==> src/rtl/assert_macros.svh <==
// ----------------------------------------------------------------------------
// assert_macros.svh
// Shared concurrent assertion macros, clocked on aclk and held off in reset.
// ----------------------------------------------------------------------------
`ifndef ASSERT_MACROS_SVH
`define ASSERT_MACROS_SVH

// Property that must hold at every edge outside reset.
`define SHC_ASSERT(label, prop, msg) \
    label: assert property (@(posedge aclk) disable iff (!aresetn) (prop)) \
        else $error(msg);

// Same-cycle implication.
`define SHC_ASSERT_IMPL(label, ante, cons, msg) \
    label: assert property (@(posedge aclk) disable iff (!aresetn) \
        (ante) |-> (cons)) else $error(msg);

// Next-cycle implication.
`define SHC_ASSERT_NEXT(label, ante, cons, msg) \
    label: assert property (@(posedge aclk) disable iff (!aresetn) \
        (ante) |=> (cons)) else $error(msg);

`endif

==> src/rtl/shc_pkg.sv <==
// ----------------------------------------------------------------------------
// shc_pkg
// Types and constants shared by the strip hit clustering modules.
// ----------------------------------------------------------------------------
`default_nettype none

package shc_pkg;

    // Field widths
    localparam int DET_W     = 4;
    localparam int STRIP_W   = 8;
    localparam int ADC_W     = 10;
    localparam int PED_W     = 14;
    localparam int RMS_W     = 14;
    localparam int SMP_W     = 10;
    localparam int CFG_W     = 10;
    localparam int CFG_IDX_W = 3;
    localparam int CHG_W     = 14;
    localparam int SUM_W     = 22;
    localparam int SIZE_W    = 9;
    localparam int REGION_W  = 6;
    localparam int NUM_RES   = 4;
    localparam int S_TDATA_W = 64;
    localparam int M_TDATA_W = 56;

    // Saturation limits
    localparam logic [SUM_W-1:0]  SUM_MAX  = '1;
    localparam logic [SIZE_W-1:0] SIZE_MAX = '1;

    // Register reset values
    localparam logic [CFG_W-1:0] N_SIGMA_RST = 10'd80;
    localparam logic [CFG_W-1:0] SIG_LO_RST  = 10'd15;
    localparam logic [CFG_W-1:0] SIG_HI_RST  = 10'd40;
    localparam logic [CFG_W-1:0] BG_LO_RST   = 10'd5;
    localparam logic [CFG_W-1:0] BG_HI_RST   = 10'd15;

    // Configuration register indexes
    typedef enum logic [CFG_IDX_W-1:0] {
        CFG_N_SIGMA = 3'd0,
        CFG_SIG_LO  = 3'd1,
        CFG_SIG_HI  = 3'd2,
        CFG_BG_LO   = 3'd3,
        CFG_BG_HI   = 3'd4
    } shc_cfg_idx_t;

    // Input beat layout, lowest field in the lowest bits
    typedef struct packed {
        logic [3:0]         pad;
        logic [SMP_W-1:0]   peak_sample;
        logic [RMS_W-1:0]   rms_x16;
        logic [PED_W-1:0]   pedestal_x16;
        logic [ADC_W-1:0]   adc_max;
        logic [STRIP_W-1:0] strip;
        logic [DET_W-1:0]   detector_id;
    } shc_s_tdata_t;

    // Output beat layout, lowest field in the lowest bits
    typedef struct packed {
        logic [6:0]          pad;
        logic [STRIP_W-1:0]  peak_strip;
        logic [SUM_W-1:0]    charge_total_x16;
        logic [SIZE_W-1:0]   cluster_size;
        logic [REGION_W-1:0] region_num;
        logic [DET_W-1:0]    cluster_detector;
    } shc_m_tdata_t;

    // Qualified strip handed to the cluster trackers
    typedef struct packed {
        logic [DET_W-1:0]   det;
        logic [STRIP_W-1:0] strip;
        logic [CHG_W-1:0]   charge;
        logic               qsig;
        logic               qbg;
        logic               last;
    } shc_item_t;

    // One closed cluster
    typedef struct packed {
        logic                sig_flag;
        logic [DET_W-1:0]    det;
        logic [REGION_W-1:0] region;
        logic [SIZE_W-1:0]   size;
        logic [SUM_W-1:0]    charge;
        logic [STRIP_W-1:0]  peak;
    } shc_result_t;

    // Clusters closed by one strip in one class
    typedef struct packed {
        logic        gap_vld;
        shc_result_t gap_res;
        logic        last_vld;
        shc_result_t last_res;
    } shc_close_t;

endpackage

`default_nettype wire

==> src/rtl/shc_qualify.sv <==
// ----------------------------------------------------------------------------
// shc_qualify
// Input register, threshold and window tests, charge, and the qualified
// strip register. Also holds the configuration registers.
// ----------------------------------------------------------------------------
`default_nettype none

module shc_qualify (
    input  wire logic                         aclk,
    input  wire logic                         aresetn,
    input  wire logic                         cfg_wr_en,
    input  wire logic [shc_pkg::CFG_IDX_W-1:0] cfg_wr_index,
    input  wire logic [shc_pkg::CFG_W-1:0]     cfg_wr_data,
    input  wire logic                         s_tvalid,
    output logic                              s_tready,
    input  wire logic [shc_pkg::S_TDATA_W-1:0] s_tdata,
    input  wire logic                         s_tlast,
    input  wire logic                         dn_ready,
    output logic                              q_valid,
    output shc_pkg::shc_item_t                q_item
);
    import shc_pkg::*;

    logic [CFG_W-1:0] n_sigma_reg, sig_lo_reg, sig_hi_reg, bg_lo_reg, bg_hi_reg;

    shc_s_tdata_t in_reg;
    logic         in_last_reg;
    logic         in_vld_reg, in_vld_next;

    shc_item_t    q_reg, q_next;
    logic         q_vld_reg, q_vld_next;
    logic         q_rdy;

    logic [23:0]      prod;
    logic [24:0]      thr, lhs;
    logic             above;
    logic [CHG_W-1:0] adc16;

    // Configuration registers
    always_ff @(posedge aclk) begin
        if (!aresetn) begin
            n_sigma_reg <= N_SIGMA_RST;
            sig_lo_reg  <= SIG_LO_RST;
            sig_hi_reg  <= SIG_HI_RST;
            bg_lo_reg   <= BG_LO_RST;
            bg_hi_reg   <= BG_HI_RST;
        end else if (cfg_wr_en) begin
            unique case (shc_cfg_idx_t'(cfg_wr_index))
                CFG_N_SIGMA: n_sigma_reg <= cfg_wr_data;
                CFG_SIG_LO:  sig_lo_reg  <= cfg_wr_data;
                CFG_SIG_HI:  sig_hi_reg  <= cfg_wr_data;
                CFG_BG_LO:   bg_lo_reg   <= cfg_wr_data;
                CFG_BG_HI:   bg_hi_reg   <= cfg_wr_data;
                default: ;
            endcase
        end
    end

    // Stage handshakes
    assign q_rdy       = !q_vld_reg || dn_ready;
    assign s_tready    = !in_vld_reg || q_rdy;
    assign in_vld_next = s_tready ? s_tvalid : in_vld_reg;
    assign q_vld_next  = q_rdy ? in_vld_reg : q_vld_reg;

    // Input register
    always_ff @(posedge aclk) begin
        if (!aresetn) begin
            in_vld_reg <= 1'b0;
        end else begin
            in_vld_reg <= in_vld_next;
        end
    end

    always_ff @(posedge aclk) begin
        if (s_tvalid && s_tready) begin
            in_reg      <= shc_s_tdata_t'(s_tdata);
            in_last_reg <= s_tlast;
        end
    end

    // adc*256 > ped*16 + n_sigma*rms, all in 1/256 ADC
    always_comb begin
        prod  = 24'(n_sigma_reg) * 24'(in_reg.rms_x16);
        thr   = 25'({in_reg.pedestal_x16, 4'b0000}) + 25'(prod);
        lhs   = 25'({in_reg.adc_max, 8'h00});
        above = (in_reg.rms_x16 != '0) && (lhs > thr);
        adc16 = {in_reg.adc_max, 4'b0000};
    end

    // Charge and window tests
    always_comb begin
        q_next.det    = in_reg.detector_id;
        q_next.strip  = in_reg.strip;
        q_next.charge = (adc16 > in_reg.pedestal_x16) ? adc16 - in_reg.pedestal_x16 : '0;
        q_next.qsig   = above && (in_reg.peak_sample >= sig_lo_reg)
                              && (in_reg.peak_sample < sig_hi_reg);
        q_next.qbg    = above && (in_reg.peak_sample >= bg_lo_reg)
                              && (in_reg.peak_sample < bg_hi_reg);
        q_next.last   = in_last_reg;
    end

    // Qualified strip register
    always_ff @(posedge aclk) begin
        if (!aresetn) begin
            q_vld_reg <= 1'b0;
        end else begin
            q_vld_reg <= q_vld_next;
        end
    end

    always_ff @(posedge aclk) begin
        if (in_vld_reg && q_rdy) begin
            q_reg <= q_next;
        end
    end

    assign q_valid = q_vld_reg;
    assign q_item  = q_reg;

endmodule

`default_nettype wire

==> src/rtl/shc_cluster_track.sv <==
// ----------------------------------------------------------------------------
// shc_cluster_track
// Open-cluster state for one class (signal or background). Extends, closes
// and restarts the cluster for each accepted strip.
// ----------------------------------------------------------------------------
`default_nettype none
`include "assert_macros.svh"

module shc_cluster_track #(
    parameter int STRIPS_PER_REGION    = 64,
    parameter int REGIONS_PER_DETECTOR = 4,
    parameter bit IS_SIGNAL            = 1'b1
) (
    input  wire logic          aclk,
    input  wire logic          aresetn,
    input  wire logic          fire,
    input  wire logic          qual,
    input  shc_pkg::shc_item_t item,
    output shc_pkg::shc_close_t close
);
    import shc_pkg::*;

    localparam int NSTRIPS = 2 ** STRIP_W;

    logic               active_reg, active_next;
    logic [DET_W-1:0]   det_reg, det_next;
    logic [STRIP_W-1:0] prev_reg, prev_next;
    logic [SIZE_W-1:0]  size_reg, size_next;
    logic [SUM_W-1:0]   sum_reg, sum_next;
    logic [CHG_W-1:0]   pk_reg, pk_next;
    logic [STRIP_W-1:0] pks_reg, pks_next;

    logic [STRIP_W-1:0] region_lut [NSTRIPS];
    logic               gap, start, open_after;
    logic [SUM_W:0]     sum_wide;

    // Strip number to region within the detector
    for (genvar g = 0; g < NSTRIPS; g++) begin : g_lut
        assign region_lut[g] = STRIP_W'(g / STRIPS_PER_REGION);
    end

    // Next state
    always_comb begin
        gap        = qual && active_reg && ((det_reg != item.det) ||
                     ({1'b0, item.strip} > ({1'b0, prev_reg} + 9'd1)));
        start      = qual && (!active_reg || gap);
        open_after = qual || active_reg;
        sum_wide   = {1'b0, sum_reg} + (SUM_W + 1)'(item.charge);

        det_next  = det_reg;
        prev_next = prev_reg;
        size_next = size_reg;
        sum_next  = sum_reg;
        pk_next   = pk_reg;
        pks_next  = pks_reg;

        if (start) begin
            det_next  = item.det;
            size_next = SIZE_W'(1);
            sum_next  = SUM_W'(item.charge);
            pk_next   = item.charge;
            pks_next  = item.strip;
        end else if (qual) begin
            if (size_reg != SIZE_MAX) begin
                size_next = size_reg + SIZE_W'(1);
            end
            sum_next = sum_wide[SUM_W] ? SUM_MAX : sum_wide[SUM_W-1:0];
            if (item.charge > pk_reg) begin
                pk_next  = item.charge;
                pks_next = item.strip;
            end
        end
        if (qual) begin
            prev_next = item.strip;
        end
        active_next = open_after && !item.last;
    end

    // Closed clusters: a gap closes the old one, the last flag the updated one
    always_comb begin
        close.gap_vld          = gap;
        close.gap_res.sig_flag = IS_SIGNAL;
        close.gap_res.det      = det_reg;
        close.gap_res.region   = REGION_W'(32'(region_lut[pks_reg]) +
                                           REGIONS_PER_DETECTOR * 32'(det_reg));
        close.gap_res.size     = size_reg;
        close.gap_res.charge   = sum_reg;
        close.gap_res.peak     = pks_reg;

        close.last_vld          = item.last && open_after;
        close.last_res.sig_flag = IS_SIGNAL;
        close.last_res.det      = det_next;
        close.last_res.region   = REGION_W'(32'(region_lut[pks_next]) +
                                            REGIONS_PER_DETECTOR * 32'(det_next));
        close.last_res.size     = size_next;
        close.last_res.charge   = sum_next;
        close.last_res.peak     = pks_next;
    end

    // State registers
    always_ff @(posedge aclk) begin
        if (!aresetn) begin
            active_reg <= 1'b0;
        end else if (fire) begin
            active_reg <= active_next;
        end
    end

    always_ff @(posedge aclk) begin
        if (fire) begin
            det_reg  <= det_next;
            prev_reg <= prev_next;
            size_reg <= size_next;
            sum_reg  <= sum_next;
            pk_reg   <= pk_next;
            pks_reg  <= pks_next;
        end
    end

    // A qualified strip without the last flag leaves a cluster open
    `SHC_ASSERT_NEXT(a_open_after_qual, fire && qual && !item.last, active_reg, "cluster not open")
    // An open cluster always holds at least one strip
    `SHC_ASSERT_IMPL(a_open_size, active_reg, size_reg != '0, "open cluster with zero size")

endmodule

`default_nettype wire

==> src/rtl/shc_result_out.sv <==
// ----------------------------------------------------------------------------
// shc_result_out
// Collects the clusters closed by one strip into a result buffer and sends
// them out one beat at a time, in order, last beat flagged.
// ----------------------------------------------------------------------------
`default_nettype none
`include "assert_macros.svh"

module shc_result_out (
    input  wire logic                          aclk,
    input  wire logic                          aresetn,
    input  wire logic                          load,
    input  wire logic [shc_pkg::NUM_RES-1:0]   res_vld,
    input  shc_pkg::shc_result_t               res [shc_pkg::NUM_RES],
    output logic                               load_ready,
    output logic                               m_tvalid,
    input  wire logic                          m_tready,
    output logic [shc_pkg::M_TDATA_W-1:0]      m_tdata,
    output logic                               m_tuser,
    output logic                               m_tlast
);
    import shc_pkg::*;

    localparam int PTR_W = $clog2(NUM_RES);
    localparam int CNT_W = $clog2(NUM_RES + 1);

    shc_result_t      slot_reg [NUM_RES];
    shc_result_t      pack     [NUM_RES];
    logic [CNT_W-1:0] cnt_reg, cnt_next, pack_cnt;
    logic [PTR_W-1:0] ptr_reg, ptr_next;
    logic             beat, done;
    shc_result_t      cur;
    shc_m_tdata_t     tdata;

    // Compact the valid results to the front, keeping order
    always_comb begin
        pack_cnt = '0;
        for (int i = 0; i < NUM_RES; i++) begin
            pack[i] = res[i];
        end
        for (int i = 0; i < NUM_RES; i++) begin
            if (res_vld[i]) begin
                pack[pack_cnt[PTR_W-1:0]] = res[i];
                pack_cnt = pack_cnt + CNT_W'(1);
            end
        end
    end

    // Output handshake
    assign cur        = slot_reg[ptr_reg];
    assign m_tvalid   = (cnt_reg != '0);
    assign m_tlast    = (CNT_W'(ptr_reg) + CNT_W'(1)) == cnt_reg;
    assign beat       = m_tvalid && m_tready;
    assign done       = beat && m_tlast;
    assign load_ready = (cnt_reg == '0) || done;

    always_comb begin
        cnt_next = cnt_reg;
        ptr_next = ptr_reg;
        if (load) begin
            cnt_next = pack_cnt;
            ptr_next = '0;
        end else if (done) begin
            cnt_next = '0;
        end else if (beat) begin
            ptr_next = ptr_reg + PTR_W'(1);
        end
    end

    always_ff @(posedge aclk) begin
        if (!aresetn) begin
            cnt_reg <= '0;
            ptr_reg <= '0;
        end else begin
            cnt_reg <= cnt_next;
            ptr_reg <= ptr_next;
        end
    end

    always_ff @(posedge aclk) begin
        if (load) begin
            for (int i = 0; i < NUM_RES; i++) begin
                slot_reg[i] <= pack[i];
            end
        end
    end

    // Beat formatting
    always_comb begin
        tdata.pad              = '0;
        tdata.peak_strip       = cur.peak;
        tdata.charge_total_x16 = cur.charge;
        tdata.cluster_size     = cur.size;
        tdata.region_num       = cur.region;
        tdata.cluster_detector = cur.det;
    end

    assign m_tdata = M_TDATA_W'(tdata);
    assign m_tuser = cur.sig_flag;

    // A burst of results continues until its flagged beat
    `SHC_ASSERT_NEXT(a_burst_continues, beat && !m_tlast, m_tvalid, "result burst cut short")
    // The read pointer stays inside the buffered results
    `SHC_ASSERT_IMPL(a_ptr_in_range, cnt_reg != '0, CNT_W'(ptr_reg) < cnt_reg, "bad read pointer")
    // Buffer never claims more results than one strip can close
    `SHC_ASSERT(a_cnt_bound, cnt_reg <= CNT_W'(NUM_RES), "result count overflow")

endmodule

`default_nettype wire

==> src/rtl/strip_hit_clustering_unit.sv <==
// ----------------------------------------------------------------------------
// strip_hit_clustering_unit
// Adjacent-strip cluster finder: one strip summary in, closed signal and
// background clusters out.
// ----------------------------------------------------------------------------
// Accepts one strip summary per clock unless stalled. A strip passes an input
// register, a threshold/window stage and the cluster-state update before its
// results reach the output buffer. Each closed cluster is one output beat, and
// a strip closes zero to four clusters (signal before background, gap-closed
// before last-closed), the final beat of a strip marked by m_tlast. The output
// port moves one result per cycle while m_tready is high, so a strip's results
// hold the buffer until its last beat is taken; with at most one result per
// strip the block then runs at a full strip per clock. Configuration writes
// take effect at once and must be made while idle; the block does not check.
`default_nettype none

module strip_hit_clustering_unit #(
    parameter int STRIPS_PER_REGION    = 64,
    parameter int REGIONS_PER_DETECTOR = 4
) (
    input  wire logic                           aclk,
    input  wire logic                           aresetn,
    // Configuration write port
    input  wire logic                           cfg_wr_en,
    input  wire logic [shc_pkg::CFG_IDX_W-1:0]  cfg_wr_index,
    input  wire logic [shc_pkg::CFG_W-1:0]      cfg_wr_data,
    // Strip summaries
    input  wire logic                           s_tvalid,
    output logic                                s_tready,
    // detector_id[3:0], strip[11:4], adc_max[21:12], pedestal_x16[35:22],
    // rms_x16[49:36], peak_sample[59:50], zero fill [63:60]
    input  wire logic [shc_pkg::S_TDATA_W-1:0]  s_tdata,
    input  wire logic                           s_tlast,   // last_of_detector
    // Closed clusters
    output logic                                m_tvalid,
    input  wire logic                           m_tready,
    // cluster_detector[3:0], region_num[9:4], cluster_size[18:10],
    // charge_total_x16[40:19], peak_strip[48:41], zero fill [55:49]
    output logic [shc_pkg::M_TDATA_W-1:0]       m_tdata,
    output logic                                m_tuser,   // sig_flag
    output logic                                m_tlast    // last result of a strip
);
    import shc_pkg::*;

    logic        q_valid, load_ready, fire;
    shc_item_t   q_item;
    shc_close_t  sig_close, bg_close;
    logic [NUM_RES-1:0] res_vld;
    shc_result_t res [NUM_RES];

    shc_qualify u_qualify (
        .aclk         (aclk),
        .aresetn      (aresetn),
        .cfg_wr_en    (cfg_wr_en),
        .cfg_wr_index (cfg_wr_index),
        .cfg_wr_data  (cfg_wr_data),
        .s_tvalid     (s_tvalid),
        .s_tready     (s_tready),
        .s_tdata      (s_tdata),
        .s_tlast      (s_tlast),
        .dn_ready     (load_ready),
        .q_valid      (q_valid),
        .q_item       (q_item)
    );

    assign fire = q_valid && load_ready;

    shc_cluster_track #(
        .STRIPS_PER_REGION    (STRIPS_PER_REGION),
        .REGIONS_PER_DETECTOR (REGIONS_PER_DETECTOR),
        .IS_SIGNAL            (1'b1)
    ) u_sig_track (
        .aclk    (aclk),
        .aresetn (aresetn),
        .fire    (fire),
        .qual    (q_item.qsig),
        .item    (q_item),
        .close   (sig_close)
    );

    shc_cluster_track #(
        .STRIPS_PER_REGION    (STRIPS_PER_REGION),
        .REGIONS_PER_DETECTOR (REGIONS_PER_DETECTOR),
        .IS_SIGNAL            (1'b0)
    ) u_bg_track (
        .aclk    (aclk),
        .aresetn (aresetn),
        .fire    (fire),
        .qual    (q_item.qbg),
        .item    (q_item),
        .close   (bg_close)
    );

    // Result order: signal gap, signal last, background gap, background last
    assign res_vld = {bg_close.last_vld, bg_close.gap_vld,
                      sig_close.last_vld, sig_close.gap_vld};
    assign res[0]  = sig_close.gap_res;
    assign res[1]  = sig_close.last_res;
    assign res[2]  = bg_close.gap_res;
    assign res[3]  = bg_close.last_res;

    shc_result_out u_result_out (
        .aclk       (aclk),
        .aresetn    (aresetn),
        .load       (fire),
        .res_vld    (res_vld),
        .res        (res),
        .load_ready (load_ready),
        .m_tvalid   (m_tvalid),
        .m_tready   (m_tready),
        .m_tdata    (m_tdata),
        .m_tuser    (m_tuser),
        .m_tlast    (m_tlast)
    );

endmodule

`default_nettype wire
==> config.mk <==
export PLATFORM = sky130hd
export DESIGN_NAME = strip_hit_clustering_unit
export DESIGN_NICKNAME = d
export VERILOG_FILES = /design/src/rtl/shc_pkg.sv /design/src/rtl/shc_qualify.sv /design/src/rtl/shc_cluster_track.sv /design/src/rtl/shc_result_out.sv /design/src/rtl/strip_hit_clustering_unit.sv
export VERILOG_INCLUDE_DIRS = /design/src /design/src/rtl
export SDC_FILE = /design/constraint.sdc
export NUM_CORES = 1
export LEC_CHECK = 0
export ABC_CLOCK_PERIOD_IN_PS = 16840
export CORE_MARGIN = 3
export CORE_UTILIZATION = 55
export CTS_BUF_LIST = sky130_fd_sc_hd__clkbuf_8
export DETAILED_ROUTE_END_ITERATION = 6
export DONT_BUFFER_PORTS = 1
export PLACE_DENSITY_LB_ADDON = 0.05
export SYNTH_ARGS = -nofsm -noshare
export SYNTH_HDL_FRONTEND = slang
export SYNTH_SLANG_ARGS = --single-unit
==> constraint.sdc <==
create_clock -name aclk -period 16.84 [get_ports aclk]
set_input_delay 0.842 -clock aclk [delete_from_list [all_inputs] [get_ports aclk]]
set_output_delay 0.842 -clock aclk [all_outputs]
set_load 0.01 [all_outputs]
* Word level (Yosys, flattened, before mapping)
Memory sizes are Yosys's and may differ from the RTL's. A register that Yosys moved wholly into a read port is not among the register bits. Cells that the tools add are included.
Storage, ports and cells: bits in registers 279, memory bits (writable) 200, bits in read-only memories 8192, bits of input ports 83, output and inout bits 60, logic and storage cells 210, memories kept 5
Memory list:
- (no name shown) | words 256, width 8, rd ports 1, clocked after memory_dff 0, write ports 0, RTL line shc_cluster_track.sv:93 | close.last_res.region = REGION_W'(32'(region_lut[pks_next]) +
- (no name shown) | words 256, width 8, rd ports 1, clocked after memory_dff 0, write ports 0, RTL line shc_cluster_track.sv:84 | close.gap_res.region = REGION_W'(32'(region_lut[pks_reg]) +
- (no name shown) | words 256, width 8, rd ports 1, clocked after memory_dff 0, write ports 0, RTL line shc_cluster_track.sv:93
- (no name shown) | words 256, width 8, rd ports 1, clocked after memory_dff 0, write ports 0, RTL line shc_cluster_track.sv:84
- u_result_out.slot_reg | words 4, width 50, rd ports 1, clocked after memory_dff 1, write ports 4, RTL line shc_result_out.sv:27 | shc_result_t slot_reg [NUM_RES];
Operators by class: $add $sub $neg 17, multipliers 1, $lt $le $gt $ge 20, equality and inequality tests 9, mux-type cells 56, bitwise logic cells 9, reductions and logical operators 57
Operators with widths (number):
- bitwise mux 200 bit | 3
- 2-to-1 mux 200 bit | 3
- demux 50 bit (select 2 bit) | 3
- 2-to-1 mux 50 bit | 3
- 2-to-1 mux 22 bit | 6
- 2-to-1 mux 14 bit | 6
- 2-to-1 mux 9 bit | 6
- 2-to-1 mux 6 bit | 8
- 2-to-1 mux 8 bit | 6
- adder 22 x 14 -> 23 bit | 2
- greater-than comparator 14 bit | 3
- >= comparator 9 bit (second input constant) | 4
- NOT 8 -> 9 bit | 4
- adder 18 x 24 -> 25 bit | 1
- greater-than comparator 18 x 25 -> 1 bit | 1
- adder 6 bit | 4
- multiplier 10 x 14 -> 24 bit | 1
- logical AND 1 bit | 23
- >= comparator 10 bit | 2
- < comparator 10 bit | 2
- adder 8 x 1 -> 9 bit (second input constant) | 2
- adder 9 x 1 -> 9 bit (second input constant) | 2
- greater-than comparator 8 x 9 -> 1 bit | 2
- != test 9 bit (second input constant) | 2
- 28 further kinds | 70

* Logic depth before layout (Yosys ltp)
depth after elaboration 18, depth in mapped cells 29, depth with buffers taken out 28

* Cells and area by module
Synthesis repeated with hierarchy kept, for this count alone.
Unflattened totals: cell total of the unflattened synthesis 2807, area total of the unflattened synthesis 31627.8 um^2
Modules (own cells, without submodules):
- shc_result_out | times used 1, cells each 833, area an instance 11568.6 um^2, sequential area each 6145.9 um^2
- shc_qualify | times used 1, cells each 1157, area an instance 11472.3 um^2, sequential area each 3743.6 um^2
- shc_cluster_track at u_bg_track | times used 1, cells each 422, area an instance 4359.2 um^2, sequential area each 1971.9 um^2
- shc_cluster_track at u_sig_track | times used 1, cells each 394, area an instance 4221.5 um^2, sequential area each 1971.9 um^2
- strip_hit_clustering_unit | times used 1, cells each 1, area an instance 6.3 um^2, sequential area each 0.0 um^2

* Worst setup path before layout
Ideal clock, no wire load.
path type register -> register, from register u_result_out.ptr_reg[0], to register u_bg_track.pk_reg[0] (enable), library setup time 0.371 ns, data arrival time 9.752 ns, data required time 16.469 ns, setup slack 6.717 ns, stages on the path, launching flop included 8, buffers on the path 1, clock period less this slack 10.123 ns, cell sequence dfxtp_1 ha_1 xor2_1 nor3_1 a21boi_0 nor2b_1 clkbuf_1 and2_1
Between the ends: word-level cells in the longest chain between the ends 6
Ends and longest elaborated chain:
- from (decl) | RTL line shc_result_out.sv:30 | logic [PTR_W-1:0] ptr_reg, ptr_next;
- from (signal assigned) | RTL line shc_result_out.sv:76 | ptr_reg <= ptr_next;
- adder 2 x 1 -> 3 bit | RTL line shc_result_out.sv:52 | assign m_tlast = (CNT_W'(ptr_reg) + CNT_W'(1)) == cnt_reg;
- equality test 3 bit | RTL line shc_result_out.sv:52
- named net m_tlast | RTL line strip_hit_clustering_unit.sv:41 | output logic m_tlast
- logical AND 1 bit | RTL line shc_result_out.sv:54 | assign done = beat && m_tlast;
- logical OR 1 bit | RTL line shc_result_out.sv:55 | assign load_ready = (cnt_reg == '0) || done;
- logical AND 1 bit | RTL line strip_hit_clustering_unit.sv:66 | assign fire = q_valid && load_ready;
- named net fire | RTL line strip_hit_clustering_unit.sv:45 | logic q_valid, load_ready, fire;
- AND reduction 3 bit (no source line)
- to (signal assigned) | RTL line shc_cluster_track.sv:115 | pk_reg <= pk_next;
- to (decl) | RTL line shc_cluster_track.sv:30 | logic [CHG_W-1:0] pk_reg, pk_next;
The timed path passes the listed nets, and every way through them passes these cells. A chain may end at the register's enable or synchronous reset.

==> flow_summary.yaml <==
power_and_ir_drop:
  power.ir.vdd_worst_uv: 60.69
  power_report.internal_total_w: 0.002135
  pwr-share-clk_pct: 33.0
  power.switching_fraction_pct: 30.69
  power.sequential.fraction_pct: 43.3
  power_frac_comb_pct: 23.7
  power_density_nw_per_um2: 95.77
  cellLeakagePower_nw: 13.09
  total_switching_power_w: 0.0009453
finish:
  layout-area-overhead-vs-synth_pct: 6.475
  nets: 3229
  fill_cells: 4575
  largest_reg_flops: 174
  most_frequent_standard_cell_in_the_layout_excluding_fill_and_tap_cells: "sky130_fd_sc_hd__edfxtp_1"
  mostFrequentLayoutCells: "sky130_fd_sc_hd__edfxtp_1 (394), sky130_fd_sc_hd__nand2_1 (376), sky130_fd_sc_hd__inv_1 (304)"
  postLayoutCellArea_um2: 32160
  final_layout_size_suffix_gt1_share_pct: 9.135
clock_tree:
  cts_tree: "yes"
  cts_setup_buffers: 0
  htree_levels: 3
  tritoncts_buffer_count: 80
  cts_root_buffer: "sky130_fd_sc_hd__clkbuf_8"
  cts.repair.resized: 0
  cts_hold_buffers: 0
  clock-sinks: 455
  clkLatencyLatePin_ns: 0.68
  ctsLongestPathBuffers: 3
  cts.reportedPaths.clkPinSlew_ns: 0.07
yosys:
  seq_area_frac_synth_pct: 43.21
  ys_dominant_reg_cell: "sky130_fd_sc_hd__edfxtp_1"
  synth_enable_flop_cells: 394
  synth_seq_cells: 455
  post_synth_instance_area_um2: 30200
  ys_async_sr_fraction_pct: 0
  number_of_standard_cells_after_synthesis: 2874
  yosysWarningCount: 0
  netlist-cell-type-count: 106
  post_synth.cell_area_avg_um2: 10.51
sta:
  finalSetupViolCount: 0
  hold_viol_final: 0
  max_freq_mhz: 136.4
  tns_ns: 0
  finalCriticalPeriod_ns: 7.331
  tightestPinTransition_ns: 1.183
  layout_worst_path_cycle_share_pct: 43.53
  timing.slew.headroom_pct: 21.12
  grt_setup_unrepaired: "false"
  report.final.slew_viol_count: 0
  fin_worst_skew_ns: 0.04195
critical_path:
  worstReg2RegEnd: "u_qualify.q_item[1]"
  timing.critical_path.from: "u_qualify.in_reg[39]"
  worstReg2RegStart: "u_qualify.in_reg[39]"
  worst_path_dominant_cell_family: "adder cells"
  cp_data_arrival_time_ns: 7.84
  cp_slowest_stage_delay_ns: 0.57
  critPathLaunchType: "flop"
  timing.reg2reg.setup_slack_ns: 9.51
  worstSetupPathType: "flop to flop"
  rr_worst_depth: 27
  timing.critical_path.fanout_max: 11
  worst-endpoint-required_ns: 17.35
  critical_path.endpoint_type: "flop"
  critical-path-top-cell-by-count: "sky130_fd_sc_hd__fa_1"
  critical_path.n_buffers_inverters: 4
  crit_path_top_delay_cell: "sky130_fd_sc_hd__edfxtp_1"
hold_path:
  hold_start: "s_tlast"
  hold_path_depth: 0
  endpoint_with_the_worst_hold_slack: "u_qualify.in_last_reg"
  timing.hold.worst.class: "input port to flop"
floorplan:
  die_width_um: 240.3
  top_level_ports: 143
  initial_utilization_pct: 55.91
  dieArea_um2: 57760
  floorplan_row_count: 85
  core_area_um2: 54030
  die_height_um: 240.3
routing:
  drtAntennaViolNets: 0
  number_of_drc_markers_after_the_initial_detailed_route_iteration: 1538
  routed-via-count: 21480
  vias_per_cell: 5.987
  detailed_routing_iteration_count_for_the_pre_antenna_repair_pass: 5
  avgRoutedWirePerCell_um: 20.53
  detail_route.drc_violations: 0
  drt-total-wl_um: 73650
grt:
  global_route.overflow_total: 0
  grt_antenna_before_repair: 1
  largest_net_degree_at_the_start_of_global_routing: 90
  via_count_of_the_first_global_routing_pass: 21150
  gr-usage-all-layers_pct: 25.65
  grt_pass1_wl_um: 116000
placement:
  finalWeightedCongestion: 0.8753
  io_buffer_count: 0
  dpl.hpwl_um: 51420
  placedInstanceArea_um2: 30590
run_status:
  status: "complete, no violations"
run:
  cap_viol_max_count: 0
## worst register-to-register path, cell delays in order (launching register included)
cell                       delay [ns]
sky130_fd_sc_hd__edfxtp_1        0.57
sky130_fd_sc_hd__and2_1          0.27
sky130_fd_sc_hd__fa_1            0.55
sky130_fd_sc_hd__inv_1           0.06
sky130_fd_sc_hd__fa_1            0.48
sky130_fd_sc_hd__inv_1           0.06
sky130_fd_sc_hd__fa_1            0.51
sky130_fd_sc_hd__fa_1            0.54
sky130_fd_sc_hd__inv_1           0.05
sky130_fd_sc_hd__fa_1            0.53
sky130_fd_sc_hd__inv_1           0.04
sky130_fd_sc_hd__ha_1            0.36
sky130_fd_sc_hd__a21oi_1         0.21
sky130_fd_sc_hd__or3b_1          0.40
sky130_fd_sc_hd__o221ai_2        0.24
sky130_fd_sc_hd__a21boi_0        0.15
sky130_fd_sc_hd__o21ai_0         0.22
sky130_fd_sc_hd__nand2b_1        0.08
sky130_fd_sc_hd__a21oi_1         0.18
sky130_fd_sc_hd__xor2_1          0.17
sky130_fd_sc_hd__ha_1            0.27
sky130_fd_sc_hd__nand4_1         0.10
sky130_fd_sc_hd__nor2_1          0.04
sky130_fd_sc_hd__nand4_1         0.12
sky130_fd_sc_hd__o21ai_0         0.09
sky130_fd_sc_hd__nor4_1          0.31
sky130_fd_sc_hd__and4bb_1        0.38
sky130_fd_sc_hd__and4_1          0.24
## cells by family after synthesis
logic type / share of synthesized area, %
simple gates: 13.15
compound gates: 14.59
flops: 43.21
buf+inv: 5.824
fa+ha+maj: 15.87
mux: 5.133
xor+xnor: 2.204
other cells: 0.01242
## power by group through the flow
stage	Sequential (W)	Combinational, W	Clock, W
after floorplan	0.00134	0.000567	0
after global placement	0.00135	0.000710	0
after detailed placement	0.00136	0.000727	0
after CTS	0.00133	0.000732	0.00105
after global routing	0.00134	0.000824	0.00110
final	0.00133	0.000730	0.00102
## worst max-delay path by stage
stage | endpoint | slack [ns] | cells past startpoint
floorplan | u_bg_track.pk_reg[0] | 6.72 | 7
global placement | u_qualify.q_item[2] | 9.53 | 26
detailed placement | u_qualify.q_item[1] | 9.44 | 27
CTS | u_qualify.q_item[1] | 9.42 | 27
global route | u_qualify.q_item[2] | 8.97 | 25
finish | u_qualify.q_item[1] | 9.51 | 27
## Yosys cell counts, drive strengths merged, types with 12 or more instances
master / instances / area (µm²)
a21oi: 131 / 663.1
o21ai: 135 / 690.7
nand3: 49 / 245.2
ha: 204 / 2552
a21o: 44 / 330.3
o31ai: 13 / 102.6
nor3: 34 / 186.4
o22ai: 32 / 200.2
xor2: 42 / 367.9
and3: 16 / 100.1
a31oi: 28 / 193.9
a211oi: 30 / 250.2
xnor2: 34 / 297.8
o21a: 32 / 241.5
nand2b: 14 / 87.58
a21boi: 52 / 390.4
nand4: 19 / 118.9
nand2: 379 / 1425
nor2b: 15 / 93.84
mux2: 33 / 371.6
o211ai: 25 / 187.7
and2: 79 / 496.7
clkbuf: 96 / 361.6
dfxtp: 61 / 1221
mux4: 43 / 968.4
a2111oi: 12 / 117.6
edfxtp: 394 / 11830
fa: 112 / 2242
mux2i: 21 / 210.2
inv: 279 / 1047
nor4: 12 / 96.34
buf: 57 / 350.3
nor2: 185 / 723.2
## stage by stage
step	cells	setup slack (ns)	util, %	hold WS [ns]	power [W]
6_report	3587	9.509	59.53	0.2573	0.003080
5_1_grt	3587	8.972	59.53	0.2154	0.003261
4_1_cts	3586	9.415	59.52	0.1932	0.003112
3_5_place_dp	3444	9.443	56.61	0.4045	0.002084
3_3_place_gp	3444	9.535	56.61	0.4057	0.002064
2_1_floorplan	2880	6.717	-	0.4003	0.001906
## metal layers
layer	part of all wire, %	GRT usage [%]	vias up
li1	-	-	10180
met1	42	33.57	10530
met2	49	43.59	660
met3	6.3	4.393	110
met4	2.4	8.434	0
met5	0	0	-
## final cells by class
| cell class | count | area [µm²] | area share [%] |
|---|---|---|---|
| Timing Repair Buffer | 21 | 157.7 | 0.4902 |
| Multi-Input combinational cell | 1993 | 15450 | 48.05 |
| Clock inverter | 58 | 415.4 | 1.292 |
| Antenna cell | 1 | 2.502 | 0.007781 |
| Inverter | 279 | 1047 | 3.256 |
| Clock buffer | 84 | 1156 | 3.595 |
| Sequential cell | 455 | 13060 | 40.60 |
| Tap cell | 696 | 870.8 | 2.708 |
(Power assumes the default switching activity.)
